===== src/rtl/working_day_counter_assert.svh =====
// ----------------------------------------------------------------------------
// working_day_counter_assert
// Assertion helpers for the working-day counter RTL.
// ----------------------------------------------------------------------------
`ifndef WORKING_DAY_COUNTER_ASSERT_SVH
`define WORKING_DAY_COUNTER_ASSERT_SVH

// Same-cycle implication.
`define WDC_ASSERT_IMPLIES(label, clk, rst, ante, cons, msg) \
   label: assert property (@(posedge clk) disable iff (rst) (ante) |-> (cons)) else $error(msg);

// Next-cycle implication.
`define WDC_ASSERT_NEXT(label, clk, rst, ante, cons, msg) \
   label: assert property (@(posedge clk) disable iff (rst) (ante) |=> (cons)) else $error(msg);

`endif


===== src/rtl/wdc_pkg.sv =====
// ----------------------------------------------------------------------------
// wdc_pkg
// Types, datapath operation codes and calendar constants for the
// working-day counter.
// ----------------------------------------------------------------------------
package wdc_pkg;

   localparam int unsigned DAY_W   = 5;
   localparam int unsigned MONTH_W = 4;
   localparam int unsigned YEAR_W  = 14;
   localparam int unsigned COUNT_W = 22;
   localparam int unsigned MASK_W  = 7;
   localparam int unsigned OP_W    = 4;

   localparam logic [MASK_W-1:0] WEEKEND_RESET = 7'd96;

   localparam logic [YEAR_W-1:0]  YEAR_MIN  = 14'd1;
   localparam logic [YEAR_W-1:0]  YEAR_MAX  = 14'd9999;
   localparam logic [MONTH_W-1:0] MONTH_MIN = 4'd1;
   localparam logic [MONTH_W-1:0] MONTH_MAX = 4'd12;

   // floor(x/25) = (x*CENT_MUL) >> 16 for x < 2500
   localparam logic [11:0] CENT_MUL = 12'd2622;
   // floor(x/7) = (x*DIV7_MUL) >> 25 for x < 2^22
   localparam logic [22:0] DIV7_MUL = 23'd4793491;

   // datapath operations
   localparam logic [OP_W-1:0] OP_NONE  = 4'd0;
   localparam logic [OP_W-1:0] OP_CENT  = 4'd1;
   localparam logic [OP_W-1:0] OP_LEAP  = 4'd2;
   localparam logic [OP_W-1:0] OP_MUL   = 4'd3;
   localparam logic [OP_W-1:0] OP_SUM   = 4'd4;
   localparam logic [OP_W-1:0] OP_SPAN  = 4'd5;
   localparam logic [OP_W-1:0] OP_DIVQ  = 4'd6;
   localparam logic [OP_W-1:0] OP_DIVR  = 4'd7;
   localparam logic [OP_W-1:0] OP_COUNT = 4'd8;

   typedef struct packed {
      logic            load;  // capture request beat
      logic            emit;  // move count to result register
      logic [OP_W-1:0] op;
      logic            sel;   // 0: start date / weekday, 1: end date / span
   } cmd_type;

   function automatic logic [DAY_W-1:0] month_days(input logic [MONTH_W-1:0] m,
                                                   input logic leap);
      logic [DAY_W-1:0] len;
      unique case (m)
         4'd2:                      len = leap ? 5'd29 : 5'd28;
         4'd4, 4'd6, 4'd9, 4'd11:   len = 5'd30;
         default:                   len = 5'd31;
      endcase
      return len;
   endfunction

   // days before shifted month mm (March is 0)
   function automatic logic [8:0] march_days(input logic [MONTH_W-1:0] mm);
      logic [8:0] days;
      unique case (mm)
         4'd0:    days = 9'd0;
         4'd1:    days = 9'd31;
         4'd2:    days = 9'd61;
         4'd3:    days = 9'd92;
         4'd4:    days = 9'd122;
         4'd5:    days = 9'd153;
         4'd6:    days = 9'd184;
         4'd7:    days = 9'd214;
         4'd8:    days = 9'd245;
         4'd9:    days = 9'd275;
         4'd10:   days = 9'd306;
         4'd11:   days = 9'd337;
         default: days = 9'd0;
      endcase
      return days;
   endfunction

endpackage


===== src/rtl/wdc_ctrl.sv =====
// ----------------------------------------------------------------------------
// wdc_ctrl
// Sequencer: steps the datapath through both date serials, the two
// divide-by-7 passes and the final count, then hands off to the result
// register.
// ----------------------------------------------------------------------------
module wdc_ctrl
   import wdc_pkg::*;
(
   input  logic    clock,
   input  logic    reset,
   input  logic    req_valid,
   output logic    req_stall,
   output logic    rsp_valid,
   input  logic    rsp_stall,
   output cmd_type cmd
);

   localparam logic [3:0] ST_IDLE  = 4'd0;
   localparam logic [3:0] ST_CENT  = 4'd1;
   localparam logic [3:0] ST_LEAP  = 4'd2;
   localparam logic [3:0] ST_MUL   = 4'd3;
   localparam logic [3:0] ST_SUM   = 4'd4;
   localparam logic [3:0] ST_SPAN  = 4'd5;
   localparam logic [3:0] ST_DIVQ  = 4'd6;
   localparam logic [3:0] ST_DIVR  = 4'd7;
   localparam logic [3:0] ST_COUNT = 4'd8;
   localparam logic [3:0] ST_DONE  = 4'd9;

   logic [3:0] state_ff, state_in;
   logic       sel_ff, sel_in;
   logic       rsp_valid_ff, rsp_valid_in;
   logic       accept;
   logic       emit;

   assign req_stall = reset || (state_ff != ST_IDLE);
   assign accept    = req_valid && !req_stall;
   assign emit      = (state_ff == ST_DONE) && (!rsp_valid_ff || !rsp_stall);
   assign rsp_valid = rsp_valid_ff;

   always_comb begin
      state_in = state_ff;
      sel_in   = sel_ff;
      cmd.load = accept;
      cmd.emit = emit;
      cmd.sel  = sel_ff;
      cmd.op   = OP_NONE;
      unique case (state_ff)
         ST_IDLE: begin
            if (accept) begin
               state_in = ST_CENT;
               sel_in   = 1'b0;
            end
         end
         ST_CENT: begin
            cmd.op   = OP_CENT;
            state_in = ST_LEAP;
         end
         ST_LEAP: begin
            cmd.op   = OP_LEAP;
            state_in = ST_MUL;
         end
         ST_MUL: begin
            cmd.op   = OP_MUL;
            state_in = ST_SUM;
         end
         ST_SUM: begin
            cmd.op = OP_SUM;
            if (sel_ff) begin
               state_in = ST_SPAN;
               sel_in   = 1'b0;
            end else begin
               state_in = ST_CENT;
               sel_in   = 1'b1;
            end
         end
         ST_SPAN: begin
            cmd.op   = OP_SPAN;
            state_in = ST_DIVQ;
         end
         ST_DIVQ: begin
            cmd.op   = OP_DIVQ;
            state_in = ST_DIVR;
         end
         ST_DIVR: begin
            cmd.op = OP_DIVR;
            if (sel_ff) begin
               state_in = ST_COUNT;
            end else begin
               state_in = ST_DIVQ;
               sel_in   = 1'b1;
            end
         end
         ST_COUNT: begin
            cmd.op   = OP_COUNT;
            state_in = ST_DONE;
         end
         ST_DONE: begin
            if (emit) begin
               state_in = ST_IDLE;
            end
         end
         default: begin
            state_in = ST_IDLE;
         end
      endcase
   end

   always_comb begin
      rsp_valid_in = rsp_valid_ff;
      if (emit) begin
         rsp_valid_in = 1'b1;
      end else if (rsp_valid_ff && !rsp_stall) begin
         rsp_valid_in = 1'b0;
      end
   end

   always_ff @(posedge clock) begin
      if (reset) begin
         state_ff     <= ST_IDLE;
         sel_ff       <= 1'b0;
         rsp_valid_ff <= 1'b0;
      end else begin
         state_ff     <= state_in;
         sel_ff       <= sel_in;
         rsp_valid_ff <= rsp_valid_in;
      end
   end

endmodule


===== src/rtl/wdc_dpath.sv =====
// ----------------------------------------------------------------------------
// wdc_dpath
// Date clamp, day serial numbers, shared divide-by-7 unit and the
// closed-form count of open weekdays. Holds the weekend mask register.
// ----------------------------------------------------------------------------
module wdc_dpath
   import wdc_pkg::*;
(
   input  logic               clock,
   input  logic               reset,
   input  cmd_type            cmd,
   input  logic               csr_wr_en,
   input  logic [MASK_W-1:0]  csr_wr_data,
   input  logic [DAY_W-1:0]   req_start_day,
   input  logic [MONTH_W-1:0] req_start_month,
   input  logic [YEAR_W-1:0]  req_start_year,
   input  logic [DAY_W-1:0]   req_end_day,
   input  logic [MONTH_W-1:0] req_end_month,
   input  logic [YEAR_W-1:0]  req_end_year,
   output logic [COUNT_W-1:0] rsp_working_days
);

   logic [MASK_W-1:0]  mask_ff;

   logic [DAY_W-1:0]   sd_ff, ed_ff;
   logic [MONTH_W-1:0] sm_ff, em_ff, sm_in, em_in;
   logic [YEAR_W-1:0]  sy_ff, ey_ff, sy_in, ey_in;

   logic [DAY_W-1:0]   d_cur;
   logic [MONTH_W-1:0] m_cur;
   logic [YEAR_W-1:0]  y_cur;
   logic               early;

   logic [6:0]         cy_ff, cy_in, cyy_ff, cyy_in;
   logic [23:0]        cprod, cyprod;
   logic [YEAR_W-1:0]  yy_ff, yy_in;
   logic [YEAR_W-1:0]  hund;
   logic               leap;
   logic [DAY_W-1:0]   len;
   logic [DAY_W-1:0]   dc_ff, dc_in;
   logic [COUNT_W-1:0] p_ff, p_in;
   logic [MONTH_W-1:0] mm;
   logic [COUNT_W-1:0] serial;
   logic [COUNT_W-1:0] sa_ff, sb_ff;

   logic               before_ff;
   logic [COUNT_W-1:0] span_ff;

   logic [COUNT_W-1:0] dx_in, dx_ff;
   logic [44:0]        qprod;
   logic [19:0]        q_ff;
   logic [COUNT_W-1:0] q7;
   logic [2:0]         r7;
   logic [2:0]         wd_ff, rem_ff;
   logic [19:0]        weeks_ff;

   logic [MASK_W-1:0]  open;
   logic [2:0]         per_week;
   logic [2:0]         extra;
   logic [22:0]        wprod;
   logic [COUNT_W-1:0] cnt_in, cnt_ff;
   logic [COUNT_W-1:0] res_ff;

   // request clamp
   always_comb begin
      sy_in = (req_start_year == '0) ? YEAR_MIN :
              (req_start_year > YEAR_MAX) ? YEAR_MAX : req_start_year;
      ey_in = (req_end_year == '0) ? YEAR_MIN :
              (req_end_year > YEAR_MAX) ? YEAR_MAX : req_end_year;
      sm_in = (req_start_month == '0) ? MONTH_MIN :
              (req_start_month > MONTH_MAX) ? MONTH_MAX : req_start_month;
      em_in = (req_end_month == '0) ? MONTH_MIN :
              (req_end_month > MONTH_MAX) ? MONTH_MAX : req_end_month;
   end

   assign d_cur = cmd.sel ? ed_ff : sd_ff;
   assign m_cur = cmd.sel ? em_ff : sm_ff;
   assign y_cur = cmd.sel ? ey_ff : sy_ff;
   assign early = (m_cur <= 4'd2);

   // century of the year and of the March-based year: (x>>2)/25
   assign cprod  = 24'(y_cur[YEAR_W-1:2]) * 24'(CENT_MUL);
   assign cy_in  = cprod[22:16];
   assign yy_in  = y_cur - YEAR_W'(early);
   assign cyprod = 24'(yy_ff[YEAR_W-1:2]) * 24'(CENT_MUL);
   assign cyy_in = cyprod[22:16];

   // leap year and day clamp
   always_comb begin
      hund  = (YEAR_W'(cy_ff) << 6) + (YEAR_W'(cy_ff) << 5) + (YEAR_W'(cy_ff) << 2);
      leap  = (y_cur == hund) ? (cy_ff[1:0] == 2'b00) : (y_cur[1:0] == 2'b00);
      len   = month_days(m_cur, leap);
      dc_in = (d_cur == '0) ? 5'd1 : (d_cur > len) ? len : d_cur;
   end

   assign p_in = COUNT_W'(yy_ff) * 22'd365;

   always_comb begin
      mm     = early ? (m_cur + 4'd9) : (m_cur - 4'd3);
      serial = p_ff + COUNT_W'(yy_ff[YEAR_W-1:2]) - COUNT_W'(cyy_ff)
             + COUNT_W'(cyy_ff[6:2]) + COUNT_W'(march_days(mm)) + COUNT_W'(dc_ff);
   end

   // shared divide by 7: weekday = (serial + 2) mod 7, then span / 7
   assign dx_in = cmd.sel ? span_ff : (sa_ff + 22'd2);
   assign qprod = 45'(dx_in) * 45'(DIV7_MUL);
   assign q7    = COUNT_W'({q_ff, 3'b000} - {3'b000, q_ff});
   assign r7    = 3'(dx_ff - q7);

   // open days in whole weeks plus the partial week from the start weekday
   always_comb begin
      logic [3:0] idx;
      logic [2:0] pw;
      logic [2:0] ex;
      pw = '0;
      ex = '0;
      open = ~mask_ff;
      for (int i = 0; i < MASK_W; i++) begin
         pw  = pw + 3'(open[i]);
         idx = 4'(wd_ff) + 4'(i);
         if (idx >= 4'd7) begin
            idx = idx - 4'd7;
         end
         if (3'(i) < rem_ff) begin
            ex = ex + 3'(open[idx[2:0]]);
         end
      end
      per_week = pw;
      extra    = ex;
      wprod    = 23'(weeks_ff) * 23'(per_week);
      cnt_in   = before_ff ? (wprod[COUNT_W-1:0] + COUNT_W'(extra)) : '0;
   end

   always_ff @(posedge clock) begin
      if (reset) begin
         mask_ff <= WEEKEND_RESET;
      end else if (csr_wr_en) begin
         mask_ff <= csr_wr_data;
      end
   end

   always_ff @(posedge clock) begin
      if (cmd.load) begin
         sd_ff <= req_start_day;
         ed_ff <= req_end_day;
         sm_ff <= sm_in;
         em_ff <= em_in;
         sy_ff <= sy_in;
         ey_ff <= ey_in;
      end
      if (cmd.emit) begin
         res_ff <= cnt_ff;
      end
      unique case (cmd.op)
         OP_CENT: begin
            cy_ff <= cy_in;
            yy_ff <= yy_in;
         end
         OP_LEAP: begin
            dc_ff  <= dc_in;
            cyy_ff <= cyy_in;
         end
         OP_MUL: begin
            p_ff <= p_in;
         end
         OP_SUM: begin
            if (cmd.sel) begin
               sb_ff <= serial;
            end else begin
               sa_ff <= serial;
            end
         end
         OP_SPAN: begin
            before_ff <= (sa_ff < sb_ff);
            span_ff   <= sb_ff - sa_ff;
         end
         OP_DIVQ: begin
            dx_ff <= dx_in;
            q_ff  <= qprod[44:25];
         end
         OP_DIVR: begin
            if (cmd.sel) begin
               weeks_ff <= q_ff;
               rem_ff   <= r7;
            end else begin
               wd_ff <= r7;
            end
         end
         OP_COUNT: begin
            cnt_ff <= cnt_in;
         end
         default: begin
         end
      endcase
   end

   assign rsp_working_days = res_ff;

endmodule


===== src/rtl/working_day_counter.sv =====
// ----------------------------------------------------------------------------
// working_day_counter: open weekdays in [start, end) by closed form
// One item at a time: new requests stall while the shared serial/divide
// sequencer is busy, until the count reaches the result register.
// Reset: synchronous active high; clears control, mask returns to Fri+Sat.
// ----------------------------------------------------------------------------
`include "working_day_counter_assert.svh"

module working_day_counter
   import wdc_pkg::*;
(
   input  logic               clock,
   input  logic               reset,
   input  logic               req_valid,
   output logic               req_stall,
   input  logic [DAY_W-1:0]   req_start_day,
   input  logic [MONTH_W-1:0] req_start_month,
   input  logic [YEAR_W-1:0]  req_start_year,
   input  logic [DAY_W-1:0]   req_end_day,
   input  logic [MONTH_W-1:0] req_end_month,
   input  logic [YEAR_W-1:0]  req_end_year,
   output logic               rsp_valid,
   input  logic               rsp_stall,
   output logic [COUNT_W-1:0] rsp_working_days,
   input  logic               csr_wr_en,
   input  logic [MASK_W-1:0]  csr_wr_data
);

   cmd_type cmd;

   wdc_ctrl u_ctrl (
      .clock     (clock),
      .reset     (reset),
      .req_valid (req_valid),
      .req_stall (req_stall),
      .rsp_valid (rsp_valid),
      .rsp_stall (rsp_stall),
      .cmd       (cmd)
   );

   wdc_dpath u_dpath (
      .clock            (clock),
      .reset            (reset),
      .cmd              (cmd),
      .csr_wr_en        (csr_wr_en),
      .csr_wr_data      (csr_wr_data),
      .req_start_day    (req_start_day),
      .req_start_month  (req_start_month),
      .req_start_year   (req_start_year),
      .req_end_day      (req_end_day),
      .req_end_month    (req_end_month),
      .req_end_year     (req_end_year),
      .rsp_working_days (rsp_working_days)
   );

   // a request beat always starts a multi-cycle computation
   `WDC_ASSERT_NEXT(a_busy_after_req, clock, reset, req_valid && !req_stall, req_stall, "accepted beat did not start work")
   // a result only shows up at the end of a computation
   `WDC_ASSERT_IMPLIES(a_rsp_from_work, clock, reset, $rose(rsp_valid), $past(req_stall), "result without computation")

endmodule

===== config.mk =====
export PLATFORM = sky130hd
export DESIGN_NAME = working_day_counter
export DESIGN_NICKNAME = d
export VERILOG_FILES = /design/src/rtl/wdc_pkg.sv /design/src/rtl/wdc_ctrl.sv /design/src/rtl/wdc_dpath.sv /design/src/rtl/working_day_counter.sv
export VERILOG_INCLUDE_DIRS = /design/src /design/src/rtl
export SDC_FILE = /design/constraint.sdc
export NUM_CORES = 2
export LEC_CHECK = 0
export BUFFER_PORTS_ARGS = -buffer_cell sky130_fd_sc_hd__buf_2
export CORE_ASPECT_RATIO = 1.4
export CORE_MARGIN = 2
export CORE_UTILIZATION = 40
export DETAILED_ROUTE_END_ITERATION = 12
export PLACE_DENSITY = 0.65
export SETUP_SLACK_MARGIN = 0.3
export SLEW_MARGIN = 0
export SYNTH_ARGS = -nofsm -noshare
export SYNTH_HDL_FRONTEND = slang
export SYNTH_SLANG_ARGS = --single-unit

===== constraint.sdc =====
create_clock -name clock -period 23.6 [get_ports clock]
set_clock_uncertainty 0.05 [all_clocks]
set_input_delay 2.36 -clock clock [delete_from_list [all_inputs] [get_ports clock]]
set_output_delay 2.36 -clock clock [all_outputs]
set_load 0.05 [all_outputs]

==> summary.txt <==
Outcome
  – Outcome: finished, final reports clean

Run
  – Max Cap Viol: 0

Synth
  – Prevailing post-synth register cell: edfxtp_1
  – Syn Area/Cell: between 10 and 15 µm²
  – Yosys cell types: 75
  – Share of synthesized registers carrying an async set or reset: 0
  – Synthesized cell area: 29800 µm²
  – Seq/Total Area, Yosys: 0.271
  – Yosys warning count: 0
  – Mux cell area share after synthesis: 0.0211
  – Mapped Cells: 2796
  – Adder-Cell Fraction of Synth Area: 0.419
  – Compound-Gate Fraction of Synth Area: 0.0821
  – Seq cells post-synth: roughly 270
  – Post-synth EDFFs: 261
  – Largest family of logic cells by synthesized area: adder cells
  – Post-Synth Simple-Gate Area: 0.0843
  – Xor and xnor fraction of the mapped netlist area: 0.0493
  – Post-Syn Nets: 3690

Final layout
  – Commonest non-fill, non-tap cells in the layout: ha_1, inv_1, fa_1, edfxtp_1, nand2_1
  – Diode count: 0
  – Fraction of layout instances using a drive strength above 1: 0.0731
  – Nets@finish: between 3000 and 4000
  – Area grow syn2layout: 8.85%
  – Most common cell after layout, fill and taps aside: ha_1
  – Post-layout instance area: 32500 µm²

Clocking
  – Clock Tree Root: clkbuf_16
  – Total number of H-tree levels: 1
  – Clock insertion delay at the later pin of the skew report: 580 ps
  – Setup bufs post-CTS: 0
  – CTS sink cnt: around 270
  – CTS tree: done
  – Clock edge transition at the registers on the reported setup and hold paths: 60 ps
  – TritonCTS buffer count: 31
  – Cts hold-fix bufs: 0
  – Post-cts resize count: 0
  – CTS max path bufs: 3

Global route
  – All-Layer GR Usage: 0.156
  – Initial antenna violation count: 2
  – Number of global-route vias before repair: 20400
  – Largest net degree at the start of global routing: 54
  – First-pass GRT wire length: 98200 µm
  – Total gr overflow: 0

Worst setup path
  – Crit Path Max Fanout: 21
  – RR Endpoint: u_dpath.cnt_ff[21]
  – Reg2Reg Setup Slack: around 13000 ps
  – R2r worst-path depth: 40
  – Slowest stage delay, CP: 820 ps
  – Crit Reg-Reg Startpoint: u_dpath.wd_ff[0]
  – Critical path capture point type: flop
  – Worst setup SP type: flop
  – Worst EP required: 23880 ps
  – Most used cell, CP: ha_1
  – Critical path class: flop to flop
  – Arrival time worst endpoint: ~10000 ps
  – Slowest cell on crit path: edfxtp_1

STA
  – Max Transition Viols Final: 0
  – RSZ-0062 raised after global routing: no
  – Tcrit/Tclk final: 0.429
  – Slew @ Worst Pin: 1180 ps
  – Setup violations, final: 0
  – Crit path time final: ~10000 ps
  – Achievable frequency: 0.0988 GHz
  – Setup TNS: 0 ps
  – Hold Fails Final Rpt: 0
  – Rel. slew slack: 0.202

Placement
  – Hpwl dp: 50600 µm
  – Port bufs: 81
  – Placed cell area: 31500 µm²
  – GPL Wtd Cong: 0.902

Drt
  – Routed vias/inst: 5.02
  – DR DRC count: 0
  – ANT nets after route: 0
  – Detailed Routing Iterations Pass 1: 5
  – Final WL: 58900 µm
  – WL/cell: 15.2 µm
  – Initial DRC count: 602
  – Detailed-route via count: a little under 20000

Die
  – I/O pin cnt: 82
  – Core box area: 74000 µm²
  – Die Y-Extent: ~330 µm
  – Num rows: 118
  – Die area: slightly below 80000 µm²
  – Die Wd: 235 µm
  – Starting Density: 0.403

Hold path
  – Hold Crit Depth: 0
  – Worst Hold Launch: u_dpath.q_ff[17]
  – Hold Crit Endpoint: u_dpath.weeks_ff[17]
  – Hold Crit Class: flop to flop

Power and ir drop
  – Leak: ~15 nW
  – VDD IR max: 60.2 µV
  – PwrDens: 109 nW/µm²
worst max-delay path by stage:
stage | startpoint | endpoint | slack, ps | depth (start not counted)
after detailed placement | u_dpath.wd_ff[0] | u_dpath.cnt_ff[21] | 13480 | 40
final | u_dpath.wd_ff[0] | u_dpath.cnt_ff[21] | 13470 | 40
after global routing | u_dpath.wd_ff[0] | u_dpath.cnt_ff[21] | 12660 | 40
after floorplan | u_dpath.wd_ff[1] | u_dpath.cnt_ff[21] | 14770 | 36
after global placement | u_dpath.wd_ff[0] | u_dpath.cnt_ff[21] | 13670 | 40
after CTS | u_dpath.wd_ff[0] | u_dpath.cnt_ff[21] | 13430 | 40
cell type report:
class | count | area [µm²]
repair buffers | 104 | 578
multi-input cells | 1952 | 19600
inverters | 529 | 1990
clock buffers | 33 | 783
clock inverters | 23 | 221
fillers | 6934 | 41500
well taps | 960 | 1200
flip-flops and latches | 274 | 8100
state kept, by name, summed over array words and instances, names as in the netlist, 5 cells and up:
| name | cells |
|---|---|
| u_dpath.cnt_ff | 22 |
| u_dpath.cy_ff | 7 |
| u_dpath.cyy_ff | 7 |
| u_dpath.dc_ff | 5 |
| u_dpath.ed_ff | 5 |
| u_dpath.ey_ff | 14 |
| u_dpath.mask_ff | 7 |
| u_dpath.p_ff | 22 |
| u_dpath.q_ff | 20 |
| u_dpath.rsp_working_days | 22 |
| u_dpath.sa_ff | 22 |
| u_dpath.sb_ff | 22 |
| u_dpath.sd_ff | 5 |
| u_dpath.span_ff | 22 |
| u_dpath.sy_ff | 14 |
| u_dpath.weeks_ff | 20 |
| u_dpath.yy_ff | 14 |
layer usage:
metal,track usage,wire (µm),up-vias
met1,0.159,21900,9407
met3,0.0190,1700,131
met4,0.0681,2590,4
met2,0.315,32700,247
met5,0,21,-
li1,-,-,9678
where the power goes:
group          switching, W  internal, W
logic               0.00131      0.00105
clock network      0.000201     0.000274
registers         0.0000229     0.000672
Yosys cell counts (6+ instances only):
cell	number	area share
nor4_1	14	0.0029
and2_1	45	0.0094
mux2i_1	33	0.011
mux4_2	6	0.0045
nand2b_1	22	0.0046
nand4_1	19	0.0040
a21o_1	39	0.0098
o21bai_1	6	0.0015
xnor2_1	137	0.040
xor2_1	29	0.0085
a31oi_1	13	0.0027
o22ai_1	6	0.0013
a21oi_1	97	0.016
nor3_1	38	0.0064
edfxtp_1	261	0.26
clkbuf_1	31	0.0039
ha_1	562	0.24
o31ai_1	13	0.0033
inv_1	528	0.066
dfxtp_1	13	0.0087
or2_2	9	0.0019
or3_1	14	0.0029
o21a_1	16	0.0040
nand3_1	44	0.0074
nor2b_1	22	0.0046
a21boi_0	9	0.0023
o21ai_0	95	0.016
nand2_1	157	0.020
mux2_2	11	0.0042
and3_1	17	0.0036
nor2_1	105	0.013
a211oi_1	10	0.0025
fa_1	274	0.18
o211ai_1	12	0.0030
through the flow:
| step | setup slack (ps) | utilization | std cells | total power [W] | hold slack [ps] |
|---|---|---|---|---|---|
| after CTS | 13430 | 0.439 | 3875 | 0.00359 | 361 |
| after floorplan | 14770 | - | 2796 | 0.00258 | 350 |
| after detailed placement | 13480 | 0.426 | 3819 | 0.00308 | 355 |
| final | 13470 | 0.439 | 3875 | 0.00353 | 360 |
| after global routing | 12660 | 0.439 | 3875 | 0.00396 | 373 |
| after global placement | 13670 | 0.426 | 3819 | 0.00304 | 351 |
worst max-delay path: cells and delay by family, from the launching register on:
family | cells | cell delay [ps]
adders and majority gates | 10 | 3430
AOI/OAI and AO/OA | 18 | 3410
muxes | 3 | 820
DFF | 1 | 820
buffers and inverters | 3 | 490
and+or+nand+nor | 4 | 400
xor gates and xnor gates | 2 | 390
cells by family (layout without fill, tap and decap cells):
family	after synthesis	count (layout)
adder cells (fa/ha/maj)	836	836
AND/OR/NAND/NOR	518	518
flip-flops	274	274
buffers and inverters	570	689
multiplexers	53	53
AO/OA/AOI/OAI	378	378
XOR/XNOR	167	167
Power figures use the tool's default switching activity.
